## src/hdl/epoch_reclaim_tracker_top_defines.svh

```systemverilog
// ----------------------------------------------------------------------------
// Epoch reclaim tracker assertion macros
// Shared concurrent assertion forms for the tracker RTL.
// ----------------------------------------------------------------------------
`ifndef EPOCH_RECLAIM_TRACKER_TOP_DEFINES_SVH
`define EPOCH_RECLAIM_TRACKER_TOP_DEFINES_SVH

// same-cycle implication
`define ERT_ASSERT_IMP(label, clk, rst, ante, cons, msg) \
   label: assert property (@(posedge clk) disable iff (rst) (ante) |-> (cons)) \
      else $error(msg);

// next-cycle implication
`define ERT_ASSERT_NEXT(label, clk, rst, ante, cons, msg) \
   label: assert property (@(posedge clk) disable iff (rst) (ante) |=> (cons)) \
      else $error(msg);

`endif

```

## src/hdl/ert_pkg.sv

```systemverilog
// ----------------------------------------------------------------------------
// ert_pkg
// Types, codes and sizing constants of the epoch reclaim tracker.
// ----------------------------------------------------------------------------
package ert_pkg;

   localparam int READER_SLOTS_DEF = 16;
   localparam int NODE_DEPTH_DEF   = 32;
   localparam int MAX_RESULTS      = 32;
   localparam int FREE_CW          = $clog2(MAX_RESULTS + 1);

   localparam logic [1:0] KIND_TICK    = 2'd0;
   localparam logic [1:0] KIND_REG     = 2'd1;
   localparam logic [1:0] KIND_UNREG   = 2'd2;
   localparam logic [1:0] KIND_RETIRE  = 2'd3;

   localparam logic [2:0] STAT_OK      = 3'd0;
   localparam logic [2:0] STAT_DUP     = 3'd1;
   localparam logic [2:0] STAT_UNKNOWN = 3'd2;
   localparam logic [2:0] STAT_TFULL   = 3'd3;
   localparam logic [2:0] STAT_QFULL   = 3'd4;

   typedef struct packed {
      logic [1:0]  kind;
      logic [15:0] reader_id;
      logic [31:0] node_handle;
   } ert_req_type;

   typedef struct packed {
      logic [2:0]  status;
      logic        freed_valid;
      logic [31:0] freed_handle;
      logic        last;
      logic [31:0] current_epoch;
   } ert_rsp_type;

   typedef struct packed {
      logic [31:0] handle;
      logic [31:0] epoch;
   } ert_node_type;

   typedef struct packed {
      logic push;
      logic pop;
      logic rd;
   } ert_q_ctl_type;

   typedef struct packed {
      logic empty;
      logic full;
   } ert_q_stat_type;

endpackage

```

## src/hdl/ert_queue.sv

```systemverilog
// ----------------------------------------------------------------------------
// ert_queue
// Retired node FIFO: handle and epoch per entry in one synchronous memory,
// head read through a registered output.
// ----------------------------------------------------------------------------
module ert_queue #(
   parameter int NODE_DEPTH = ert_pkg::NODE_DEPTH_DEF
) (
   input  logic                   clock,
   input  logic                   reset,
   input  ert_pkg::ert_q_ctl_type q_ctl,
   input  ert_pkg::ert_node_type  push_entry,
   output ert_pkg::ert_node_type  rd_entry,
   output ert_pkg::ert_q_stat_type q_stat
);

`include "epoch_reclaim_tracker_top_defines.svh"

   localparam int PW = $clog2(NODE_DEPTH);
   localparam int CW = $clog2(NODE_DEPTH + 1);

   ert_pkg::ert_node_type node_mem [NODE_DEPTH];
   ert_pkg::ert_node_type rd_ff;

   logic [PW-1:0] head_ff, head_in;
   logic [PW-1:0] tail_ff, tail_in;
   logic [CW-1:0] count_ff, count_in;

   always_ff @(posedge clock) begin
      if (q_ctl.push) begin
         node_mem[tail_ff] <= push_entry;
      end
      if (q_ctl.rd) begin
         rd_ff <= node_mem[head_ff];
      end
   end

   always_comb begin
      head_in  = head_ff;
      tail_in  = tail_ff;
      count_in = count_ff;
      if (q_ctl.pop) begin
         head_in  = (head_ff == PW'(NODE_DEPTH - 1)) ? '0 : head_ff + PW'(1);
         count_in = count_ff - CW'(1);
      end
      if (q_ctl.push) begin
         tail_in  = (tail_ff == PW'(NODE_DEPTH - 1)) ? '0 : tail_ff + PW'(1);
         count_in = count_ff + CW'(1);
      end
   end

   always_ff @(posedge clock) begin
      if (reset) begin
         head_ff  <= '0;
         tail_ff  <= '0;
         count_ff <= '0;
      end else begin
         head_ff  <= head_in;
         tail_ff  <= tail_in;
         count_ff <= count_in;
      end
   end

   assign rd_entry     = rd_ff;
   assign q_stat.empty = (count_ff == '0);
   assign q_stat.full  = (count_ff == CW'(NODE_DEPTH));

   `ERT_ASSERT_IMP(a_push_not_full, clock, reset, q_ctl.push, !q_stat.full, "push into full queue")
   `ERT_ASSERT_IMP(a_pop_not_empty, clock, reset, q_ctl.pop, !q_stat.empty, "pop from empty queue")
   `ERT_ASSERT_IMP(a_empty_ptrs, clock, reset, count_ff == '0, head_ff == tail_ff, "empty queue with pointer skew")

endmodule

```

## src/hdl/epoch_reclaim_tracker_top.sv

```systemverilog
// ----------------------------------------------------------------------------
// epoch_reclaim_tracker_top
// Epoch-based reclamation tracker: global epoch, reader table in a
// synchronous memory, and a FIFO of retired nodes freed on each tick.
//
//   channel | dir | handshake            | payload
//   req     | in  | req_valid/req_ready  | ert_req_type (kind, reader_id, node_handle)
//   rsp     | out | rsp_valid/rsp_ready  | ert_rsp_type (status .. current_epoch)
//
// One request at a time. Retire: a queue push, or STAT_QFULL on a full
// queue. Register/unregister: a scan of the reader memory. Tick: a scan
// of the reader memory for the oldest reader, then one queue read per freed
// node, closing on an empty queue, the free limit or a blocked head.
// Reset is synchronous; no clearing pass, reader slots carry valid bits.
// A stalled rsp holds the tracker in place; the next request is taken while
// the final response still waits in the output register.
// ----------------------------------------------------------------------------
module epoch_reclaim_tracker_top #(
   parameter int READER_SLOTS = ert_pkg::READER_SLOTS_DEF,
   parameter int NODE_DEPTH   = ert_pkg::NODE_DEPTH_DEF
) (
   input  logic                clock,
   input  logic                reset,
   input  logic                req_valid,
   output logic                req_ready,
   input  ert_pkg::ert_req_type req_data,
   output logic                rsp_valid,
   input  logic                rsp_ready,
   output ert_pkg::ert_rsp_type rsp_data
);

`include "epoch_reclaim_tracker_top_defines.svh"

   localparam int RAW = (READER_SLOTS > 1) ? $clog2(READER_SLOTS) : 1;
   localparam int SCW = $clog2(READER_SLOTS + 1);
   localparam int NCW = ert_pkg::FREE_CW;

   typedef struct packed {
      logic [15:0] ident;
      logic [31:0] epoch;
   } reader_type;

   typedef enum logic [2:0] {
      ST_IDLE,
      ST_SCAN,
      ST_FREE_RD,
      ST_FREE_CHK,
      ST_EMIT
   } state_type;

   reader_type reader_mem [READER_SLOTS];
   reader_type rd_ff;
   logic       rd_en;
   logic       wr_en;
   logic [RAW-1:0] rd_addr;

   state_type          state_ff, state_in;
   logic [1:0]         kind_ff, kind_in;
   logic [15:0]        id_ff, id_in;
   logic [31:0]        epoch_ff, epoch_in;
   logic [READER_SLOTS-1:0] active_ff, active_in;
   logic [SCW-1:0]     scan_cnt_ff, scan_cnt_in;
   logic               any_ff, any_in;
   logic [31:0]        oldest_ff, oldest_in;
   logic               found_ff, found_in;
   logic [RAW-1:0]     found_idx_ff, found_idx_in;
   logic [2:0]         status_ff, status_in;
   logic               pend_valid_ff, pend_valid_in;
   logic [31:0]        pend_handle_ff, pend_handle_in;
   logic [NCW-1:0]     freed_cnt_ff, freed_cnt_in;
   logic               rsp_valid_ff, rsp_valid_in;
   ert_pkg::ert_rsp_type rsp_data_ff, rsp_data_in;

   ert_pkg::ert_q_ctl_type  q_ctl;
   ert_pkg::ert_q_stat_type q_stat;
   ert_pkg::ert_node_type   q_push;
   ert_pkg::ert_node_type   q_rd;

   logic [RAW-1:0] free_idx;
   logic           all_full;
   logic [RAW-1:0] proc_idx;
   logic           proc_active;
   logic           hit;
   logic           found_now;
   logic [RAW-1:0] found_idx_now;
   logic           out_free;
   logic           load;
   logic           node_ok;
   ert_pkg::ert_rsp_type load_data;
   ert_pkg::ert_rsp_type final_rsp;

   ert_queue #(
      .NODE_DEPTH(NODE_DEPTH)
   ) u_queue (
      .clock     (clock),
      .reset     (reset),
      .q_ctl     (q_ctl),
      .push_entry(q_push),
      .rd_entry  (q_rd),
      .q_stat    (q_stat)
   );

   // reader table memory
   always_ff @(posedge clock) begin
      if (wr_en) begin
         reader_mem[free_idx] <= '{ident: id_ff, epoch: epoch_ff};
      end
      if (rd_en) begin
         rd_ff <= reader_mem[rd_addr];
      end
   end

   // lowest free slot
   always_comb begin
      free_idx = '0;
      for (int i = READER_SLOTS - 1; i >= 0; i--) begin
         if (!active_ff[i]) begin
            free_idx = RAW'(i);
         end
      end
      all_full = &active_ff;
   end

   assign proc_idx    = RAW'(scan_cnt_ff - SCW'(1));
   assign proc_active = (scan_cnt_ff != '0) && active_ff[proc_idx];
   assign hit         = proc_active && (rd_ff.ident == id_ff);
   assign found_now   = found_ff || hit;
   assign found_idx_now = found_ff ? found_idx_ff : proc_idx;
   assign out_free    = !rsp_valid_ff || rsp_ready;
   assign node_ok     = !any_ff || (q_rd.epoch < oldest_ff);

   assign q_push.handle = req_data.node_handle;
   assign q_push.epoch  = epoch_ff;

   always_comb begin
      final_rsp.status        = ert_pkg::STAT_OK;
      final_rsp.freed_valid   = pend_valid_ff;
      final_rsp.freed_handle  = pend_valid_ff ? pend_handle_ff : 32'd0;
      final_rsp.last          = 1'b1;
      final_rsp.current_epoch = epoch_ff;
   end

   always_comb begin
      state_in       = state_ff;
      kind_in        = kind_ff;
      id_in          = id_ff;
      epoch_in       = epoch_ff;
      active_in      = active_ff;
      scan_cnt_in    = scan_cnt_ff;
      any_in         = any_ff;
      oldest_in      = oldest_ff;
      found_in       = found_ff;
      found_idx_in   = found_idx_ff;
      status_in      = status_ff;
      pend_valid_in  = pend_valid_ff;
      pend_handle_in = pend_handle_ff;
      freed_cnt_in   = freed_cnt_ff;
      rd_en          = 1'b0;
      rd_addr        = scan_cnt_ff[RAW-1:0];
      wr_en          = 1'b0;
      q_ctl          = '0;
      load           = 1'b0;
      load_data      = final_rsp;

      unique case (state_ff)
         ST_IDLE: begin
            if (req_valid) begin
               kind_in     = req_data.kind;
               id_in       = req_data.reader_id;
               scan_cnt_in = '0;
               found_in    = 1'b0;
               unique case (req_data.kind)
                  ert_pkg::KIND_TICK: begin
                     if (epoch_ff != '1) begin
                        epoch_in = epoch_ff + 32'd1;
                     end
                     any_in        = 1'b0;
                     oldest_in     = '0;
                     pend_valid_in = 1'b0;
                     freed_cnt_in  = '0;
                     state_in      = ST_SCAN;
                  end
                  ert_pkg::KIND_REG, ert_pkg::KIND_UNREG: begin
                     state_in = ST_SCAN;
                  end
                  ert_pkg::KIND_RETIRE: begin
                     if (q_stat.full) begin
                        status_in = ert_pkg::STAT_QFULL;
                     end else begin
                        q_ctl.push = 1'b1;
                        status_in  = ert_pkg::STAT_OK;
                     end
                     state_in = ST_EMIT;
                  end
               endcase
            end
         end
         ST_SCAN: begin
            if (scan_cnt_ff < SCW'(READER_SLOTS)) begin
               rd_en = 1'b1;
            end
            scan_cnt_in = scan_cnt_ff + SCW'(1);
            if (proc_active && (!any_ff || rd_ff.epoch < oldest_ff)) begin
               oldest_in = rd_ff.epoch;
            end
            if (proc_active) begin
               any_in = 1'b1;
            end
            found_in     = found_now;
            found_idx_in = found_idx_now;
            if (scan_cnt_ff == SCW'(READER_SLOTS)) begin
               state_in = ST_EMIT;
               if (kind_ff == ert_pkg::KIND_TICK) begin
                  state_in = ST_FREE_RD;
               end else if (kind_ff == ert_pkg::KIND_REG) begin
                  if (found_now) begin
                     status_in = ert_pkg::STAT_DUP;
                  end else if (all_full) begin
                     status_in = ert_pkg::STAT_TFULL;
                  end else begin
                     wr_en               = 1'b1;
                     active_in[free_idx] = 1'b1;
                     status_in           = ert_pkg::STAT_OK;
                  end
               end else begin
                  if (found_now) begin
                     active_in[found_idx_now] = 1'b0;
                     status_in                = ert_pkg::STAT_OK;
                  end else begin
                     status_in = ert_pkg::STAT_UNKNOWN;
                  end
               end
            end
         end
         ST_FREE_RD: begin
            if (q_stat.empty || freed_cnt_ff == NCW'(ert_pkg::MAX_RESULTS)) begin
               if (out_free) begin
                  load     = 1'b1;
                  state_in = ST_IDLE;
               end
            end else begin
               q_ctl.rd = 1'b1;
               state_in = ST_FREE_CHK;
            end
         end
         ST_FREE_CHK: begin
            if (node_ok) begin
               if (!pend_valid_ff || out_free) begin
                  if (pend_valid_ff) begin
                     load           = 1'b1;
                     load_data.last = 1'b0;
                  end
                  pend_valid_in  = 1'b1;
                  pend_handle_in = q_rd.handle;
                  q_ctl.pop      = 1'b1;
                  freed_cnt_in   = freed_cnt_ff + NCW'(1);
                  state_in       = ST_FREE_RD;
               end
            end else if (out_free) begin
               load     = 1'b1;
               state_in = ST_IDLE;
            end
         end
         ST_EMIT: begin
            if (out_free) begin
               load                   = 1'b1;
               load_data.status       = status_ff;
               load_data.freed_valid  = 1'b0;
               load_data.freed_handle = 32'd0;
               state_in               = ST_IDLE;
            end
         end
         default: begin
            state_in = ST_IDLE;
         end
      endcase

      rsp_data_in  = load ? load_data : rsp_data_ff;
      rsp_valid_in = load ? 1'b1 : (rsp_valid_ff && !rsp_ready);
   end

   always_ff @(posedge clock) begin
      if (reset) begin
         state_ff      <= ST_IDLE;
         epoch_ff      <= '0;
         active_ff     <= '0;
         scan_cnt_ff   <= '0;
         any_ff        <= 1'b0;
         found_ff      <= 1'b0;
         pend_valid_ff <= 1'b0;
         freed_cnt_ff  <= '0;
         rsp_valid_ff  <= 1'b0;
      end else begin
         state_ff       <= state_in;
         kind_ff        <= kind_in;
         id_ff          <= id_in;
         epoch_ff       <= epoch_in;
         active_ff      <= active_in;
         scan_cnt_ff    <= scan_cnt_in;
         any_ff         <= any_in;
         oldest_ff      <= oldest_in;
         found_ff       <= found_in;
         found_idx_ff   <= found_idx_in;
         status_ff      <= status_in;
         pend_valid_ff  <= pend_valid_in;
         pend_handle_ff <= pend_handle_in;
         freed_cnt_ff   <= freed_cnt_in;
         rsp_valid_ff   <= rsp_valid_in;
         rsp_data_ff    <= rsp_data_in;
      end
   end

   assign req_ready = (state_ff == ST_IDLE);
   assign rsp_valid = rsp_valid_ff;
   assign rsp_data  = rsp_data_ff;

   `ERT_ASSERT_NEXT(a_busy_after_req, clock, reset, req_valid && req_ready, state_ff != ST_IDLE, "request taken but tracker idle")
   `ERT_ASSERT_IMP(a_freed_ok, clock, reset, rsp_valid && rsp_data.freed_valid, rsp_data.status == ert_pkg::STAT_OK, "freed node with error status")
   `ERT_ASSERT_NEXT(a_epoch_step, clock, reset, req_valid && req_ready && req_data.kind == ert_pkg::KIND_TICK && epoch_ff != '1, epoch_ff == $past(epoch_ff) + 32'd1, "tick did not advance epoch")
   `ERT_ASSERT_IMP(a_free_bound, clock, reset, 1'b1, freed_cnt_ff <= NCW'(ert_pkg::MAX_RESULTS), "free count over limit")

endmodule
```

## config.mk

```make
export PLATFORM = sky130hd
export DESIGN_NAME = epoch_reclaim_tracker_top
export DESIGN_NICKNAME = d
export VERILOG_FILES = /design/src/hdl/ert_pkg.sv /design/src/hdl/ert_queue.sv /design/src/hdl/epoch_reclaim_tracker_top.sv
export VERILOG_INCLUDE_DIRS = /design/src /design/src/hdl
export SDC_FILE = /design/constraint.sdc
export NUM_CORES = 2
export LEC_CHECK = 0
export ABC_AREA = 1
export BUFFER_PORTS_ARGS = -buffer_cell sky130_fd_sc_hd__buf_2
export CAP_MARGIN = 20
export CORE_UTILIZATION = 45
export DETAILED_ROUTE_END_ITERATION = 10
export PLACE_DENSITY_LB_ADDON = 0.1
export SLEW_MARGIN = 20
export SYNTH_ARGS = -nofsm -noshare
export SYNTH_HDL_FRONTEND = slang
export SYNTH_HIERARCHICAL = 1
export SYNTH_SLANG_ARGS = --single-unit
```

## constraint.sdc

```tcl
create_clock -name clock -period 11.9 [get_ports clock]
set_clock_uncertainty 0.2 [all_clocks]
set_input_delay 2.38 -clock clock [delete_from_list [all_inputs] [get_ports clock]]
set_output_delay 2.38 -clock clock [all_outputs]
set_load 0.1 [all_outputs]
```

* After elaboration in Yosys (flattened, before gate mapping) *
Memory sizes are Yosys's and may differ from the RTL's. A register that Yosys moved wholly into a read port is not among the register bits.
Cells that the tools add are included.

storage, ports and cells
  latch bits = 0
  output and inout port bits = 71
  memories = 2
  RAM bits = 2816
  register bits after elaboration = 240
  bits in read-only memories = 0

memories
  name              depth  width  rd ports  clocked after Yosys merged registers in  write ports  line                             text
  u_queue.node_mem  32     64     1         1                                        1            ert_queue.sv:22                  ert_pkg::ert_node_type node_mem [NODE_DEPTH];
  reader_mem        16     48     1         1                                        1            epoch_reclaim_tracker_top.sv:51  reader_type reader_mem [READER_SLOTS];

operators by class
  equal/unequal tests = 27
  $add $sub $neg = 8
  $mul = 0
  reductions and logical operators = 41
  mux-type cells = 102
  bitwise logic cells = 5
  shift-type cells = 0
  magnitude comparators = 8
  divide/modulo/power cells = 0

operators with widths
  kind                     count
  $mux W32                 4
  $mux W4                  17
  $mux W33                 2
  $lt A32 B32 Y1           2
  $mux W16                 4
  $pmux W32 S2             1
  $mux W3                  13
  $mux W1                  37
  $mux W6                  6
  $add A32 B1 Y32 const B  1
  $ne A32 B32 Y1 const B   1
  $and A16 B16 Y16         1
  $eq A16 B16 Y1           1
  $ne A2 B2 Y1 const B     8
  $not A16 Y16             1
  $or A16 B16 Y16          1
  $reduce_and A16 Y1       1
  $add A5 B1 Y5 const B    3
  $eq A5 B5 Y1 const B     3
  $lt A4 B5 Y1 const B     3
  $mux W5                  3
  $pmux W3 S5              1
  $add A6 B1 Y6 const B    2
  $eq A6 B6 Y1 const B     2
  34 further kinds         73

* Depth between registers and ports, before layout *
  depth after elaboration = 24
  mapped depth = 22
  gate-level depth less buffers = 21

* Modules after synthesis *
Netlist, hierarchy kept.

by module, submodules not included
  module                     area an instance (µm²)  cells an instance  times used
  ert_queue                  84936.5                 6942               1
  epoch_reclaim_tracker_top  42121.6                 3390               1

* Worst setup path before layout *
No wires, ideal clock.

  path type = register to register
  start point = reg scan_cnt_ff[0]
  end point = mem reader_mem[8][0] (netlist bit), enable pin
  path buffers = 4
  stages on the path, launching flop included = 18
  data arrival time = 7080 ps
  setup slack = 4048 ps
  cell sequence = dfxtp_1 inv_2 buf_6 clkbuf_1 clkbuf_1 ha_1 buf_2 a21oi_1 o21ai_0 nand3_1 nand2_1 nor2_1 nor2_2 nand2_2 nand2_2 inv_1 nand3_1 nor4_1

on the way
  longest elaborated chain between the ends = 13
  elaborated cells between the ends (all ways) = 15

ends and longest elaborated chain
  element                          line                              text
  start: declaration               epoch_reclaim_tracker_top.sv:62   logic [SCW-1:0] scan_cnt_ff, scan_cnt_in;
  start signal: assignment         epoch_reclaim_tracker_top.sv:299  scan_cnt_ff <= scan_cnt_in;
  $sub A4 B1 Y4                    epoch_reclaim_tracker_top.sv:124  assign proc_idx = RAW'(scan_cnt_ff - SCW'(1));
  $bmux W1 S4                      epoch_reclaim_tracker_top.sv:125  assign proc_active = (scan_cnt_ff != '0) && active_ff[proc_idx];
  $mux W1 (implied by the code)    epoch_reclaim_tracker_top.sv:125
  $logic_and A1 B1 Y1              epoch_reclaim_tracker_top.sv:125
  $logic_and A1 B1 Y1              epoch_reclaim_tracker_top.sv:126  assign hit = proc_active && (rd_ff.ident == id_ff);
  $logic_or A1 B1 Y1               epoch_reclaim_tracker_top.sv:127  assign found_now = found_ff || hit;
  $mux W1                          epoch_reclaim_tracker_top.sv:216  if (found_now) begin
  $mux W1                          epoch_reclaim_tracker_top.sv:215  end else if (kind_ff == ert_pkg::KIND_REG) begin
  $mux W1                          epoch_reclaim_tracker_top.sv:213  if (kind_ff == ert_pkg::KIND_TICK) begin
  $mux W1 *                        epoch_reclaim_tracker_top.sv:211  if (scan_cnt_ff == SCW'(READER_SLOTS)) begin
  $mux W1 *                        epoch_reclaim_tracker_top.sv:165  unique case (state_ff)
  $mux W1 *                        epoch_reclaim_tracker_top.sv:105  if (wr_en) begin
  $mux W1 (implied by the code) *  epoch_reclaim_tracker_top.sv:106  reader_mem[free_idx] <= '{ident: id_ff, epoch: epoch_ff};
  end: declaration                 epoch_reclaim_tracker_top.sv:51

Mark *: on every way between the ends. The rest lies on a longest branch, timed or not. The select of a mux whose other input is x is not followed.

==> metrics.txt <==
final hold violation count=0; startpoint types=input port; Syn-to-layout area delta=11.50%; Post-synth EDFFs=3086; WP buf/inv=5; Clock Latency Late Sink=~0.89 ns; Initial Util=0.4536; Worst Setup End Kind=register; pin count of the biggest net entering global routing=191; Worst Path Class, Setup=input port to register; Worst Path Arrival=just over 6 ns; setup TNS=0 ns; antenna viol nets, final=0; peak supply drop=109.6 uV; Seq cells post-synth=between 3000 and 4000; CTS tree=built; DRT iter0 DRCs=about 8400; Post-CTS Hold Buffers=0; Clock transition at path regs=0.06 ns; antenna violations before repair=14; Row Count=a little under 200; sequential-to-total area share from yosys stat=0.7423; Max Slew Vio Count=0; vias in the first global route=77682; min-delay src=u_queue/rd_entry[44]; Setup crit start=req_valid; DRC Markers=0; Pleak=48.61 nW; cells along the critical path=buf_2, inv_1, nor2_4, inv_2, nor3_1, buf_4, nand2_1, nor2_4, buf_4; Placer Congestion=0.8041; fin crit share=0.4962; filler instances=24279; Rel. slew slack=0.2124; CP max-delay cell=nor2_4; Root Buffer=clkbuf_16; Total Wirelength=between 300000 and 400000 um; Max stage delay on crit path=between 1 and 1.5 ns; GRT Util Overall=0.2532; worst slew pin tran=about 1.2 ns; core area=0.2801 mm2; CTS resizes=0; clk sink count=3168; Num CTS Buffers=339; clk buf depth=4; Hold Path Class=register to register; Power Dens Cells=168.5 mW/mm2; fin crit period=5.905 ns; Via Count=81669; IO Port Bufs=124; H-tree depth=5; Via-to-Cell Ratio=5.698; status=finished clean; detailed placement HPWL=190500 um; I/O pins=125; Die Area=0.2845 mm2; Layout Nets=10482; Die X=533.4 um; cell count after synthesis=10332; Die Y=between 500 and 600 um; endpoints failing setup=0; crit path max fanout=42; ys flop type=edfxtp_1; total grt overflow=0; number of warning messages in the yosys log=6; synthesized area=0.1271 mm2; DRT Pass-1 Iters=6; hold slack final=about 0.22 ns; max-cap violation count=0; Required @ worst endpoint=roughly 12 ns; RSZ-0062 raised after global routing=no; first-pass GRT wire length=534600 um; CP delay by family, top=simple AND/OR/NAND/NOR gates; Worst R2R Start=u_queue/head_ff[0]; Distinct cells, synth=51; syn nets=10466; Syn Area/Cell=12.30 um2; Async S/R FF share, synth=0; achievable clock frequency=169.4 MHz; share of cells above drive strength 1=0.08186; Routed WL per cell=25.56 um; post-CTS setup buffer count=0
## state kept, by name, indices dropped and copies added (netlist names), 16 cells and up
signal and flops:
u_queue/rd_entry 64, epoch_ff 32, rsp_data 69, reader_mem 768
u_queue/node_mem 2048, rd_ff 48, pend_handle_ff 32, id_ff 16
active_ff 16, oldest_ff 32
## cells by family after synthesis
group                      after synthesis  share of synthesized area
buffers and inverters                  908                    0.03303
AOI/OAI and AO/OA                      819                    0.03656
DFF                                   3168                     0.7423
and+or+nand+nor                       5325                     0.1780
xor gates and xnor gates                32                   0.002206
adders and majority gates               80                   0.007937
## worst register-to-register path, cell delays in order (launching register included)
cell     delay (ns)
dfxtp_4        0.90
buf_12         0.55
buf_4          1.12
buf_4          0.90
buf_4          1.01
nand2_1        0.17
nand3_1        0.13
nand3_1        0.09
nand2_1        0.10
nand2_1        0.09
nand2_1        0.11
nand2_1        0.05
inv_1          0.06
## layout by cell type (no fill, tap or decap), types with 122 or more instances in the layout
master,n
clkbuf_16,348
edfxtp_1,3086
o21ai_0,437
o22ai_1,128
buf_2,124
a21oi_1,122
inv_1,271
nor2_1,601
nand2_1,2692
nand3_1,1866
buf_4,157
## layer usage
| metal | part of all wire | up-vias | wire length [um] | GRT usage |
|---|---|---|---|---|
| met3 | 0.068 | 430 | 24840 | 0.03360 |
| met1 | 0.45 | 41434 | 165000 | 0.3746 |
| li1 | - | 36927 | - | - |
| met2 | 0.46 | 2876 | 169200 | 0.3975 |
| met4 | 0.020 | 2 | 7286 | 0.06001 |
| met5 | 0.000035 | - | 13 | 0 |
## Yosys cell counts (8+ instances only)
| library cell | number | area, um2 |
|---|---|---|
| o22ai_1 | 128 | 800.8 |
| nor3_1 | 40 | 200.2 |
| o21ai_1 | 8 | 40.04 |
| o221ai_1 | 65 | 569.3 |
| nand4_1 | 24 | 150.1 |
| buf_1 | 47 | 176.4 |
| nand2_1 | 2692 | 10100 |
| buf_2 | 256 | 1281 |
| buf_6 | 18 | 202.7 |
| ha_1 | 79 | 988.5 |
| xnor2_1 | 11 | 96.34 |
| dfxtp_1 | 82 | 1642 |
| nand3_1 | 1866 | 9339 |
| a31oi_1 | 10 | 62.56 |
| or2_2 | 12 | 75.07 |
| nor4_1 | 13 | 81.33 |
| inv_1 | 278 | 1044 |
| o21ai_0 | 437 | 2187 |
| nor2_1 | 653 | 2451 |
| buf_4 | 85 | 638.1 |
| o211ai_1 | 34 | 255.2 |
| xor2_1 | 21 | 183.9 |
| clkbuf_1 | 212 | 795.8 |
| a21oi_1 | 122 | 610.6 |
| inv_2 | 9 | 33.78 |
| edfxtp_1 | 3086 | 92670 |
## layout make-up
cell class	instances	area, um2	share of cell area
well taps	3724	4659	0.03289
clock inverters	154	1335	0.009423
diodes	6	15.01	0.0001060
flip-flops and latches	3168	94380	0.6662
inverters	289	1136	0.008019
multi-input cells	6256	28980	0.2045
repair buffers	294	2081	0.01469
clock buffers	443	9085	0.06413
## final timing paths
| kind | endpoint | slack (ns) | cells past startpoint |
|---|---|---|---|
| setup / recovery | u_queue/node_mem[2][28] | 6.00 | 9 |
| hold reg to reg | pend_handle_ff[12] | 0.22 | 0 |
| setup reg to reg | u_queue/rd_entry[38] | 6.32 | 12 |
| hold / removal | pend_handle_ff[12] | 0.22 | 0 |
## report_power, final
group	leakage, nW	total, mW	internal [mW]	switching, mW
clock network	5.07	10.1	5.84	4.26
logic	15.4	1.36	0.324	1.03
registers	28.2	12.4	12.3	0.104
total	48.6	23.9	18.5	5.40
## metrics by stage
step | cell area, um2 | total power, mW | util | cells | setup slack, ns
2_1_floorplan | 127100 | 13.52 | - | 10332 | 4.048
3_3_place_gp | 131100 | 13.98 | 0.4680 | 13726 | 5.138
3_5_place_dp | 131100 | 14.00 | 0.4681 | 13727 | 5.175
4_1_cts | 141600 | 24.06 | 0.5053 | 14324 | 6.073
5_1_grt | 141700 | 24.63 | 0.5057 | 14330 | 6.010
6_report | 141700 | 23.87 | 0.5058 | 14334 | 5.995
No activity file was read; power rests on OpenSTA's default activity.
